===== src/rtl/rhsv_pkg.sv =====
// Shared types and constants for the RGB to HSV converter.
package rhsv_pkg;

  localparam int unsigned CHAN_W = 8;
  localparam int unsigned Q_W    = 16;
  localparam int unsigned HDIV_W = 11;
  localparam int unsigned NUM_W  = 12;
  localparam int unsigned SDIV_W = CHAN_W + Q_W;

  // Payload carried from one division cell to the next.
  typedef struct packed {
    logic              black;
    logic              gray;
    logic [CHAN_W-1:0] mx;
    logic [HDIV_W-1:0] hdiv;
    logic [HDIV_W-1:0] hrem;
    logic [Q_W-1:0]    hq;
    logic [CHAN_W-1:0] srem;
    logic [Q_W-1:0]    slo;
    logic [Q_W-1:0]    sq;
  } stage_t;

endpackage


===== src/rtl/rhsv_front.sv =====
// Front stage: channel max and min, sector numerator and divider setup.
module rhsv_front (
  input  logic                         clk,
  input  logic                         rst_n,
  input  logic                         in_vld,
  input  logic [rhsv_pkg::CHAN_W-1:0]  in_r,
  input  logic [rhsv_pkg::CHAN_W-1:0]  in_g,
  input  logic [rhsv_pkg::CHAN_W-1:0]  in_b,
  output logic                         out_vld,
  output rhsv_pkg::stage_t             out_stage
);
  import rhsv_pkg::*;

  logic              vld_r;
  stage_t            stage_r;
  stage_t            stage_nxt;
  logic [CHAN_W-1:0] mx;
  logic [CHAN_W-1:0] mn;
  logic [CHAN_W-1:0] delta;
  logic [HDIV_W-1:0] d6;
  logic [NUM_W-1:0]  num;
  logic [NUM_W-1:0]  num_fix;
  logic [SDIV_W-1:0] sdvd;
  logic              red_max;
  logic              green_max;

  always_comb begin
    red_max   = (in_r >= in_g) && (in_r >= in_b);
    green_max = (in_g >= in_b);
    mx = red_max ? in_r : (green_max ? in_g : in_b);
    if ((in_r <= in_g) && (in_r <= in_b)) begin
      mn = in_r;
    end else if (in_g <= in_b) begin
      mn = in_g;
    end else begin
      mn = in_b;
    end
    delta = mx - mn;
    d6 = {1'b0, delta, 2'b00} + {2'b00, delta, 1'b0};

    // Numerators are formed in two's complement; the top bit flags a negative value.
    if (red_max) begin
      num = {4'h0, in_g} - {4'h0, in_b};
    end else if (green_max) begin
      num = {3'b000, delta, 1'b0} + {4'h0, in_b} - {4'h0, in_r};
    end else begin
      num = {2'b00, delta, 2'b00} + {4'h0, in_r} - {4'h0, in_g};
    end
    num_fix = num[NUM_W-1] ? (num + {1'b0, d6}) : num;

    sdvd = {delta, {Q_W{1'b0}}} - {{Q_W{1'b0}}, delta};

    stage_nxt.black = (mx == '0);
    stage_nxt.gray  = (delta == '0);
    stage_nxt.mx    = mx;
    stage_nxt.hdiv  = d6;
    stage_nxt.hrem  = num_fix[HDIV_W-1:0];
    stage_nxt.hq    = '0;
    stage_nxt.srem  = sdvd[SDIV_W-1:Q_W];
    stage_nxt.slo   = sdvd[Q_W-1:0];
    stage_nxt.sq    = '0;
  end

  always_ff @(posedge clk) begin
    if (!rst_n) begin
      vld_r <= 1'b0;
    end else begin
      vld_r <= in_vld;
    end
  end

  always_ff @(posedge clk) begin
    stage_r <= stage_nxt;
  end

  assign out_vld   = vld_r;
  assign out_stage = stage_r;

endmodule


===== src/rtl/rhsv_div_cell.sv =====
// One restoring division cell: one quotient bit of hue and of saturation.
module rhsv_div_cell (
  input  logic             clk,
  input  logic             rst_n,
  input  logic             in_vld,
  input  rhsv_pkg::stage_t in_stage,
  output logic             out_vld,
  output rhsv_pkg::stage_t out_stage
);
  import rhsv_pkg::*;

  logic              vld_r;
  stage_t            stage_r;
  stage_t            stage_nxt;
  logic [HDIV_W:0]   hsh;
  logic [CHAN_W:0]   ssh;
  logic              hbit;
  logic              sbit;
  logic [HDIV_W:0]   hsub;
  logic [CHAN_W:0]   ssub;

  always_comb begin
    hsh  = {in_stage.hrem, 1'b0};
    hbit = (hsh >= {1'b0, in_stage.hdiv});
    hsub = hsh - {1'b0, in_stage.hdiv};
    ssh  = {in_stage.srem, in_stage.slo[Q_W-1]};
    sbit = (ssh >= {1'b0, in_stage.mx});
    ssub = ssh - {1'b0, in_stage.mx};

    stage_nxt      = in_stage;
    stage_nxt.hrem = hbit ? hsub[HDIV_W-1:0] : hsh[HDIV_W-1:0];
    stage_nxt.hq   = {in_stage.hq[Q_W-2:0], hbit};
    stage_nxt.srem = sbit ? ssub[CHAN_W-1:0] : ssh[CHAN_W-1:0];
    stage_nxt.slo  = {in_stage.slo[Q_W-2:0], 1'b0};
    stage_nxt.sq   = {in_stage.sq[Q_W-2:0], sbit};
  end

  always_ff @(posedge clk) begin
    if (!rst_n) begin
      vld_r <= 1'b0;
    end else begin
      vld_r <= in_vld;
    end
  end

  always_ff @(posedge clk) begin
    stage_r <= stage_nxt;
  end

  assign out_vld   = vld_r;
  assign out_stage = stage_r;

`ifndef NO_ASSERTIONS
  a_hrem_bound: assert property (@(posedge clk) disable iff (!rst_n)
    (out_vld && !out_stage.gray) |-> (out_stage.hrem < out_stage.hdiv))
    else $error("hue remainder not below divisor");
  a_srem_bound: assert property (@(posedge clk) disable iff (!rst_n)
    (out_vld && !out_stage.black) |-> (out_stage.srem < out_stage.mx))
    else $error("saturation remainder not below divisor");
  a_gray_div: assert property (@(posedge clk) disable iff (!rst_n)
    (out_vld && out_stage.black) |-> out_stage.gray)
    else $error("black pixel not flagged gray");
`endif

endmodule


===== src/rtl/rgb_to_hsv_convert_core.sv =====
// Top level of the RGB to HSV converter: front stage, division cell chain, result register.
//
// Usage: a pixel transaction is taken at each rising clock edge where start is high
// and busy is low. busy is always low, so a new pixel may be offered in every cycle
// and the block sustains one pixel per clock.
// Each transaction yields exactly one result, shown on out_hue, out_saturation and
// out_brightness for one cycle with out_valid high; the receiver takes it at the edge
// that ends that cycle and cannot hold it off.
// Pipeline: the front stage (max, min, sector numerator) loads at the accepting edge
// itself, each of the 16 division cells then settles one quotient bit of hue and of
// saturation, and the result register follows; out_valid rises as it loads.
// The length of the cell chain is set by the 16-bit quotients.
// Reset (rst_n low, synchronous) clears every valid flag in the pipeline, so
// transactions in flight are dropped and no result appears until new ones arrive.
// Brightness is the largest channel; saturation is floor(delta*65535/max), zero for
// black; hue is floor(N*65536/(6*delta)) as a fraction of a turn, zero for gray.
module rgb_to_hsv_convert_core (
  input  logic                        clk,
  input  logic                        rst_n,
  input  logic                        start,
  output logic                        busy,
  input  logic [rhsv_pkg::CHAN_W-1:0] in_red,
  input  logic [rhsv_pkg::CHAN_W-1:0] in_green,
  input  logic [rhsv_pkg::CHAN_W-1:0] in_blue,
  output logic                        out_valid,
  output logic [rhsv_pkg::Q_W-1:0]    out_hue,
  output logic [rhsv_pkg::Q_W-1:0]    out_saturation,
  output logic [rhsv_pkg::CHAN_W-1:0] out_brightness
);
  import rhsv_pkg::*;

  // Element 0 is the front stage output; element k+1 is the output of cell k.
  logic   vld [Q_W+1];
  stage_t stg [Q_W+1];

  logic              out_valid_r;
  logic [Q_W-1:0]    hue_r;
  logic [Q_W-1:0]    hue_nxt;
  logic [Q_W-1:0]    sat_r;
  logic [Q_W-1:0]    sat_nxt;
  logic [CHAN_W-1:0] bri_r;

  // The pipeline never stalls, so a transaction is accepted whenever start is high.
  assign busy = 1'b0;

  rhsv_front u_front (
    .clk       (clk),
    .rst_n     (rst_n),
    .in_vld    (start),
    .in_r      (in_red),
    .in_g      (in_green),
    .in_b      (in_blue),
    .out_vld   (vld[0]),
    .out_stage (stg[0])
  );

  for (genvar k = 0; k < Q_W; k++) begin : g_cell
    rhsv_div_cell u_cell (
      .clk       (clk),
      .rst_n     (rst_n),
      .in_vld    (vld[k]),
      .in_stage  (stg[k]),
      .out_vld   (vld[k+1]),
      .out_stage (stg[k+1])
    );
  end

  // Gray pixels run through the cells with a zero hue divisor and black pixels with a zero
  // saturation divisor; those quotients are meaningless and are replaced by zero here.
  always_comb begin
    hue_nxt = stg[Q_W].gray  ? '0 : stg[Q_W].hq;
    sat_nxt = stg[Q_W].black ? '0 : stg[Q_W].sq;
  end

  always_ff @(posedge clk) begin
    if (!rst_n) begin
      out_valid_r <= 1'b0;
    end else begin
      out_valid_r <= vld[Q_W];
    end
  end

  always_ff @(posedge clk) begin
    hue_r <= hue_nxt;
    sat_r <= sat_nxt;
    bri_r <= stg[Q_W].mx;
  end

  assign out_valid      = out_valid_r;
  assign out_hue        = hue_r;
  assign out_saturation = sat_r;
  assign out_brightness = bri_r;

`ifndef NO_ASSERTIONS
  a_black_zero: assert property (@(posedge clk) disable iff (!rst_n)
    (out_valid && (out_brightness == '0)) |-> ((out_saturation == '0) && (out_hue == '0)))
    else $error("black pixel with nonzero hue or saturation");
  a_gray_hue: assert property (@(posedge clk) disable iff (!rst_n)
    (out_valid && (out_saturation == '0)) |-> (out_hue == '0))
    else $error("gray pixel with nonzero hue");
  a_color_sat: assert property (@(posedge clk) disable iff (!rst_n)
    (vld[Q_W] && !stg[Q_W].gray) |-> (stg[Q_W].sq != '0))
    else $error("colored pixel left cell chain with zero saturation");
`endif

endmodule

===== config.mk =====
export PLATFORM = sky130hd
export DESIGN_NAME = rgb_to_hsv_convert_core
export DESIGN_NICKNAME = d
export VERILOG_FILES = /design/src/rtl/rhsv_pkg.sv /design/src/rtl/rhsv_front.sv /design/src/rtl/rhsv_div_cell.sv /design/src/rtl/rgb_to_hsv_convert_core.sv
export SDC_FILE = /design/constraint.sdc
export NUM_CORES = 2
export LEC_CHECK = 0
export ABC_AREA = 1
export BUFFER_PORTS_ARGS = -buffer_cell sky130_fd_sc_hd__buf_2
export CAP_MARGIN = 15
export CORE_MARGIN = 2
export CORE_UTILIZATION = 55
export DETAILED_ROUTE_END_ITERATION = 10
export GPL_TIMING_DRIVEN = 0
export MAX_ROUTING_LAYER = met4
export PLACE_DENSITY = 0.71
export RECOVER_POWER = 25
export SLEW_MARGIN = 20
export SYNTH_ARGS = -nofsm -noshare
export SYNTH_HDL_FRONTEND = slang
export SYNTH_SLANG_ARGS = --single-unit

===== constraint.sdc =====
create_clock -name clk -period 16 [get_ports clk]
set_input_delay 1.6 -clock clk [delete_from_list [all_inputs] [get_ports clk]]
set_output_delay 1.6 -clock clk [all_outputs]
set_load 0.05 [all_outputs]

==> Yosys cells after proc, flatten, opt, wreduce, memory -nomap -nowiden <==
Cells that the tools add are included.
{ "op_classes": {"n_addsub": 39, "order_cmp": 38, "mux": 37, "n_reduce_logical": 4} }
{ "op_table": {"columns": ["operator", "n"], "rows": [
  ["$ge A12 B11 Y1", 16],
  ["$mux W11", 16],
  ["$sub A11 B11 Y11", 15],
  ["$mux W8", 19],
  ["$ge A9 B8 Y1", 16],
  ["$sub A8 B8 Y8", 16],
  ["$ge A8 B8 Y1", 3],
  ["$le A8 B8 Y1", 3],
  ["$mux W12", 2],
  ["$sub A12 B8 Y12", 2],
  ["$sub A24 B8 Y24", 1],
  ["$logic_not A8 Y1", 2],
  ["$add A10 B8 Y11", 1],
  ["$add A10 B9 Y11", 1],
  ["$add A11 B11 Y11", 1],
  ["$add A9 B8 Y10", 1],
  ["$sub A8 B8 Y9", 1],
  ["$logic_and A1 B1 Y1", 2]
]} }
{ "totals": {"regBits": 1116, "input_bits": 27, "word_cells": 301} }

==> Logic depth before layout (Yosys ltp) <==
{ "logic_depth": {"word_depth": 10, "ltp_mapped": 47, "mapped_depth_nobuf": 46} }

==> Modules after synthesis <==
A second synthesis with hierarchy kept.
{ "hier_totals": {"cells_unflattened": 6540, "area_unflattened_um2": 57700.3} }
{ "modules_own_cells": {"columns": ["module", "n_inst", "cells_per_inst", "area_per_inst_um2"], "rows": [
  ["rhsv_div_cell at g_cell[13].u_cell ...", 10, 356, 3196.8],
  ["rhsv_div_cell at g_cell[0].u_cell ...", 6, 354, 3175.5],
  ["rhsv_front", 1, 743, 5531.6],
  ["rgb_to_hsv_convert_core", 1, 113, 1147.4]
]} }

==> Worst setup path after synthesis <==
No wires, ideal clock.
{ "synth_timing": {"path_type": "input port to flip-flop", "startpoint": "input port in_red[0] in the netlist's numbering", "endpoint": "register u_front.stage_r, in the netlist u_front.out_stage[66]", "t_arrival_ps": 7635, "required_time_ps": 15888, "path_slack_ps": 8253, "path_stages": 42, "n_path_buf": 2, "cell_sequence": "inv_1 -> ha_1 -> fa_1 -> o21ai_0 -> nand2_1 -> nand3_1 -> nand2_1 -> buf_2 -> buf_1 -> o211ai_1 -> o21ai_0 -> ha_1 -> nand2_1 -> o21ai_0 -> xor2_1 -> inv_1 -> ha_1 -> nand2_1 -> (+6 left out) -> o21ai_0 -> and2_1 -> nor2_1 -> o21ai_0 -> inv_1 -> nand3_1 -> nand3_1 -> a31oi_1 -> ha_1 -> inv_1 -> nor2_1 -> o21ai_0 -> nand2_1 -> xor2_1 -> nand3_1 -> inv_1 -> nand2_1 -> nand2_1"} }
{ "synth_via": {"elab_chain_cells": 10} }
{ "synth_rtl": {"columns": ["item", "line", "source"], "rows": [
  ["start, declared", "rgb_to_hsv_convert_core.sv:22", "input logic [rhsv_pkg::CHAN_W-1:0] in_red,"],
  ["$ge A8 B8 Y1", "rhsv_front.sv:28", "red_max = (in_r >= in_g) && (in_r >= in_b);"],
  ["$logic_and A1 B1 Y1 *", "rhsv_front.sv:28", null],
  ["$mux W8 *", "rhsv_front.sv:30", "mx = red_max ? in_r : (green_max ? in_g : in_b);"],
  ["net u_front.mx[2]", "rhsv_front.sv:17", "logic [CHAN_W-1:0] mx;"],
  ["$sub A8 B8 Y8 *", "rhsv_front.sv:38", "delta = mx - mn;"],
  ["$add A10 B8 Y11 or $add A9 B8 Y10 (tied branches)", "rhsv_front.sv:47, rhsv_front.sv:45", null],
  ["$sub A12 B8 Y12, on equally long branches", "rhsv_front.sv:47, rhsv_front.sv:45", null],
  ["$mux W12", "rhsv_front.sv:44", "end else if (green_max) begin"],
  ["$mux W12", "rhsv_front.sv:42", "if (red_max) begin"],
  ["$add A11 B11 Y11", "rhsv_front.sv:49", "num_fix = num[NUM_W-1] ? (num + {1'b0, d6}) : num;"],
  ["$mux W11 *", "rhsv_front.sv:49", null],
  ["net u_front.num_fix[10]", "rhsv_front.sv:22", "logic [NUM_W-1:0] num_fix;"],
  ["end signal, assigned", "rhsv_front.sv:73", "stage_r <= stage_nxt;"],
  ["end, declared", "rhsv_front.sv:15", "stage_t stage_r;"]
]} }
Mark *: on every way through the listed nets, which the timed path passes. The rest lies on a longest branch.
A chain may end at the register's enable or synchronous reset.

==> Final worst setup path <==
{ "layout_timing": {"startpoint": "input port in_blue[6] in the netlist's numbering", "endpoint": "register u_front.stage_r, in the netlist u_front.out_stage[66]"} }
{ "layout_via": {"elab_chain_cells": 10} }
{ "layout_rtl": {"columns": ["item", "line", "source"], "rows": [
  ["start, declared", "rgb_to_hsv_convert_core.sv:24", "input logic [rhsv_pkg::CHAN_W-1:0] in_blue,"],
  ["$ge A8 B8 Y1, on equally long branches", "rhsv_front.sv:29, rhsv_front.sv:28", null],
  ["$mux W8 or $logic_and A1 B1 Y1 (tied branches)", "rhsv_front.sv:30, rhsv_front.sv:28", null],
  ["$mux W8 *", "rhsv_front.sv:30", null],
  ["net u_front.mx[2]", "rhsv_front.sv:17", null],
  ["$sub A8 B8 Y8 *", "rhsv_front.sv:38", null],
  ["$add A10 B8 Y11 or $add A9 B8 Y10 (tied branches)", "rhsv_front.sv:47, rhsv_front.sv:45", null],
  ["$sub A12 B8 Y12, on equally long branches", "rhsv_front.sv:47, rhsv_front.sv:45", null],
  ["$mux W12", "rhsv_front.sv:44", null],
  ["$mux W12", "rhsv_front.sv:42", null],
  ["$add A11 B11 Y11", "rhsv_front.sv:49", null],
  ["$mux W11 *", "rhsv_front.sv:49", null],
  ["net u_front.num_fix[10]", "rhsv_front.sv:22", null]
]} }
Marks and branches as above.

==> results.py <==
metrics = {
    "clock_network": {
        "h-tree-depth": 3,
        "numCtsBuffers": 100,
        "cts.sinks": 1050,
        "postCtsSetupRepairBufs": 0,
        "cts_buffer_depth": 3,
        "cts_tree": "done",
        "root_buffer": "clkbuf_16",
        "hold_buffers": 0,
        "cts_resized": 0,
        "clkLatencyLatePin_ps": 650,
        "clk_pin_slew_worst_paths_ps": 60,
    },
    "worst_setup_path": {
        "cp.required_ps": 16520,
        "end_kind": "register",
        "slowest_stage": "xor2_1",
        "path_max_fanout": 10,
        "critical_path_class": "primary input to register",
        "crit_family": "adder cells",
        "path_common_cell": "nand2_1",
        "worst_setup_path_start_kind": "primary input",
        "r2r-end": "g_cell[8].u_cell.out_stage[38]",
        "worstReg2RegStart": "g_cell[7].u_cell.out_stage[80]",
        "reg2regPathDepth": 14,
        "crit_buf_inv": 8,
        "cpPeakStageDelay_ps": 570,
        "setup.worst_path.start": "in_blue[6]",
        "r2r_slack_ps": 12970,
        "cp.arrival_ps": 9480,
    },
    "worst_hold_path": {
        "hold_depth": 0,
        "min_to": "g_cell[6].u_cell.out_stage[29]",
        "min_from": "g_cell[5].u_cell.out_stage[28]",
        "hp-class": "register to register",
    },
    "logic_synthesis": {
        "yosysUniqueCellTypes": 52,
        "synth_mux_area_share_pct": 0,
        "synth_top_area_cell": "dfxtp_1",
        "synth_common_cells": "dfxtp_1 (1050), inv_1 (612), nand2_1 (465)",
        "syn_nets": 4546,
        "synth_top_family_by_area": "adder cells",
        "synth_seq_cells": 1050,
        "avgSynthCellArea_um2": 9.579,
        "synth_edf_count": 0,
        "ys.flop_type": "dfxtp_1",
        "synth-simple-area-share_pct": 10.94,
        "synth_compound_area_share_pct": 9.872,
        "yosys.area.top_type_share_pct": 53.48,
        "synth-xor-area-share_pct": 5.259,
        "syn_inst": 4103,
        "synth_most_common_cell": "dfxtp_1",
        "syn-cell-area_mm2": 0.03930,
        "ys_seq_area_share_pct": 53.48,
        "ys_top_cells_by_area": "dfxtp_1 (53%), ha_1 (12%), inv_1 (5.8%), nand2_1 (4.4%), a21oi_1 (4.2%)",
        "async_flop_share_pct": 0,
        "synthAdderAreaFrac_pct": 13.97,
        "yosysWarnings": 0,
    },
    "global_route": {
        "grt_max_degree": 18,
        "track_usage_pct": 18.93,
        "grt_pass1_vias": 25530,
        "grt_pass1_wl_mm": 113.6,
        "gr-total-overflow": 0,
        "antenna_found_initial": 1,
    },
    "routing": {
        "highest_layer": "met4",
        "drtAntennaViolNets": 0,
        "routed_wl_mm": 67.29,
        "routed_via_density": 4.857,
        "vias": 25760,
        "wl_met2_mm": 34.70,
        "dr.pass1.iters": 5,
        "route.detailed.drc": 0,
        "wl_met1_mm": 28.30,
        "wl_met3_mm": 2.533,
        "avgRoutedWirePerCell_um": 12.69,
        "first_iter_violations": 1129,
    },
    "place": {
        "place_inst": 5119,
        "gp_congestion": 0.9121,
        "portBuffers": 66,
        "place_hpwl_mm": 49.93,
    },
    "timing": {
        "fmax_ghz": 0.1116,
        "setup_tns_ps": 0,
        "slew_violations": 0,
        "tightest_slew_ps": 1105,
        "maxSlewHeadroom_pct": 25.82,
        "final_hold_viol_count": 0,
        "fin_crit_ps": 8958,
        "skew_ps": 24.75,
        "grt_setup_unrepaired": "false",
        "post-route-period-util_pct": 55.99,
        "setup_viol_count_final": 0,
    },
    "die": {
        "core-area_mm2": 0.07112,
        "rows": 98,
        "die_w_um": 271.3,
        "die_area_mm2": 0.07361,
        "die_height_um": 271.3,
        "start_util_pct": 55.26,
        "io_pins": 69,
    },
    "status": {
        "outcome": "finished, final reports clean",
    },
    "cells_and_area": {
        "final_cells": 5304,
        "area.growth.synth_to_final_pct": 13.04,
        "nets": 4714,
        "drive_gt1_share_pct": 6.501,
        "fillCellCount": 5754,
    },
    "flow_run": {
        "max-cap-violations": 0,
    },
}
[worst register-to-register path, cell delays in order (launching register included)]
cell      delay (ps)
dfxtp_1          330
inv_1             50
ha_1             360
nand2_1           90
o21ai_0          320
a21oi_1          110
nor2_1           110
nor2_1            70
o21ai_0          200
a21o_1           190
nand2_1           70
o211ai_1         330
clkbuf_1         450
nor2_1           130
a21oi_1          150
[cell type report]
cell class / instances / area [µm²] / area share, %
clock inverter: 55 / 809.5 / 1.822
timing repair buffer: 66 / 330.3 / 0.7435
sequential: 1050 / 21020 / 47.31
multi-input combinational: 2383 / 15740 / 35.44
inverter: 623 / 2338 / 5.264
clock buffer: 129 / 2793 / 6.286
antenna: 1 / 2.502 / 0.005633
buffer: 47 / 201.4 / 0.4534
tap: 950 / 1189 / 2.676
[placed cells by master (no fill, tap or decap), types with 16 or more instances in the layout]
| cell type | n |
|---|---|
| dfxtp_1 | 1050 |
| inv_1 | 612 |
| nand2_1 | 465 |
| ha_1 | 378 |
| a21oi_1 | 331 |
| nor2_1 | 331 |
| o21ai_0 | 262 |
| xor2_1 | 153 |
| clkbuf_16 | 101 |
| nand3_1 | 91 |
| xnor2_1 | 83 |
| buf_2 | 69 |
| clkbuf_1 | 51 |
| fa_1 | 38 |
| nand4_1 | 34 |
| nor3_1 | 31 |
| o21bai_1 | 23 |
| a211oi_1 | 22 |
| o211ai_1 | 19 |
| clkbuf_8 | 16 |
[metal layers]
layer / vias to the layer above / GRT usage (%)
met1: 11670 / 20.38
met4: 0 / 6.724
li1: 13580 / -
met5: - / -
met2: 362 / 35.02
met3: 149 / 2.946
[state kept, by name, summed over array words and instances (netlist names)]
| register | cells |
|---|---|
| g_cell.u_cell.out_vld | 16 |
| out_valid | 1 |
| u_front.out_vld | 1 |
| out_hue | 16 |
| u_front.out_stage | 52 |
| out_brightness | 8 |
| out_saturation | 16 |
| g_cell.u_cell.out_stage | 940 |
[logic make-up (layout without fill, tap and decap cells)]
logic type,count (synthesis),count (layout)
AO/OA/AOI/OAI,715,715
other,1,2
adder cells (fa/ha/maj),416,416
XOR/XNOR,236,236
flip-flops,1050,1050
buffers and inverters,670,920
AND/OR/NAND/NOR,1015,1015
[through the flow]
stage / worst slack [ps] / hold WS (ps) / util (%) / cell area [µm²]
2_1_floorplan: 8253 / 309.6 / - / 39300
3_3_place_gp: 6485 / 309.7 / 57.40 / 40820
3_5_place_dp: 6412 / 312.1 / 57.40 / 40820
4_1_cts: 7080 / 304.7 / 62.46 / 44420
5_1_grt: 6194 / 311.1 / 62.46 / 44420
6_report: 7042 / 303.6 / 62.47 / 44430
[how the worst max path moves through the flow]
stage,to,slack [ps],cells past startpoint
global route,u_front.out_stage[66],6190,42
finish,u_front.out_stage[66],7040,41
global placement,u_front.out_stage[66],6480,42
CTS,u_front.out_stage[66],7080,42
floorplan,u_front.out_stage[66],8250,42
detailed placement,u_front.out_stage[66],6410,42
Power is not shown: default switching activity piles up to over one toggle a cycle in this logic, so the estimate is an artifact.
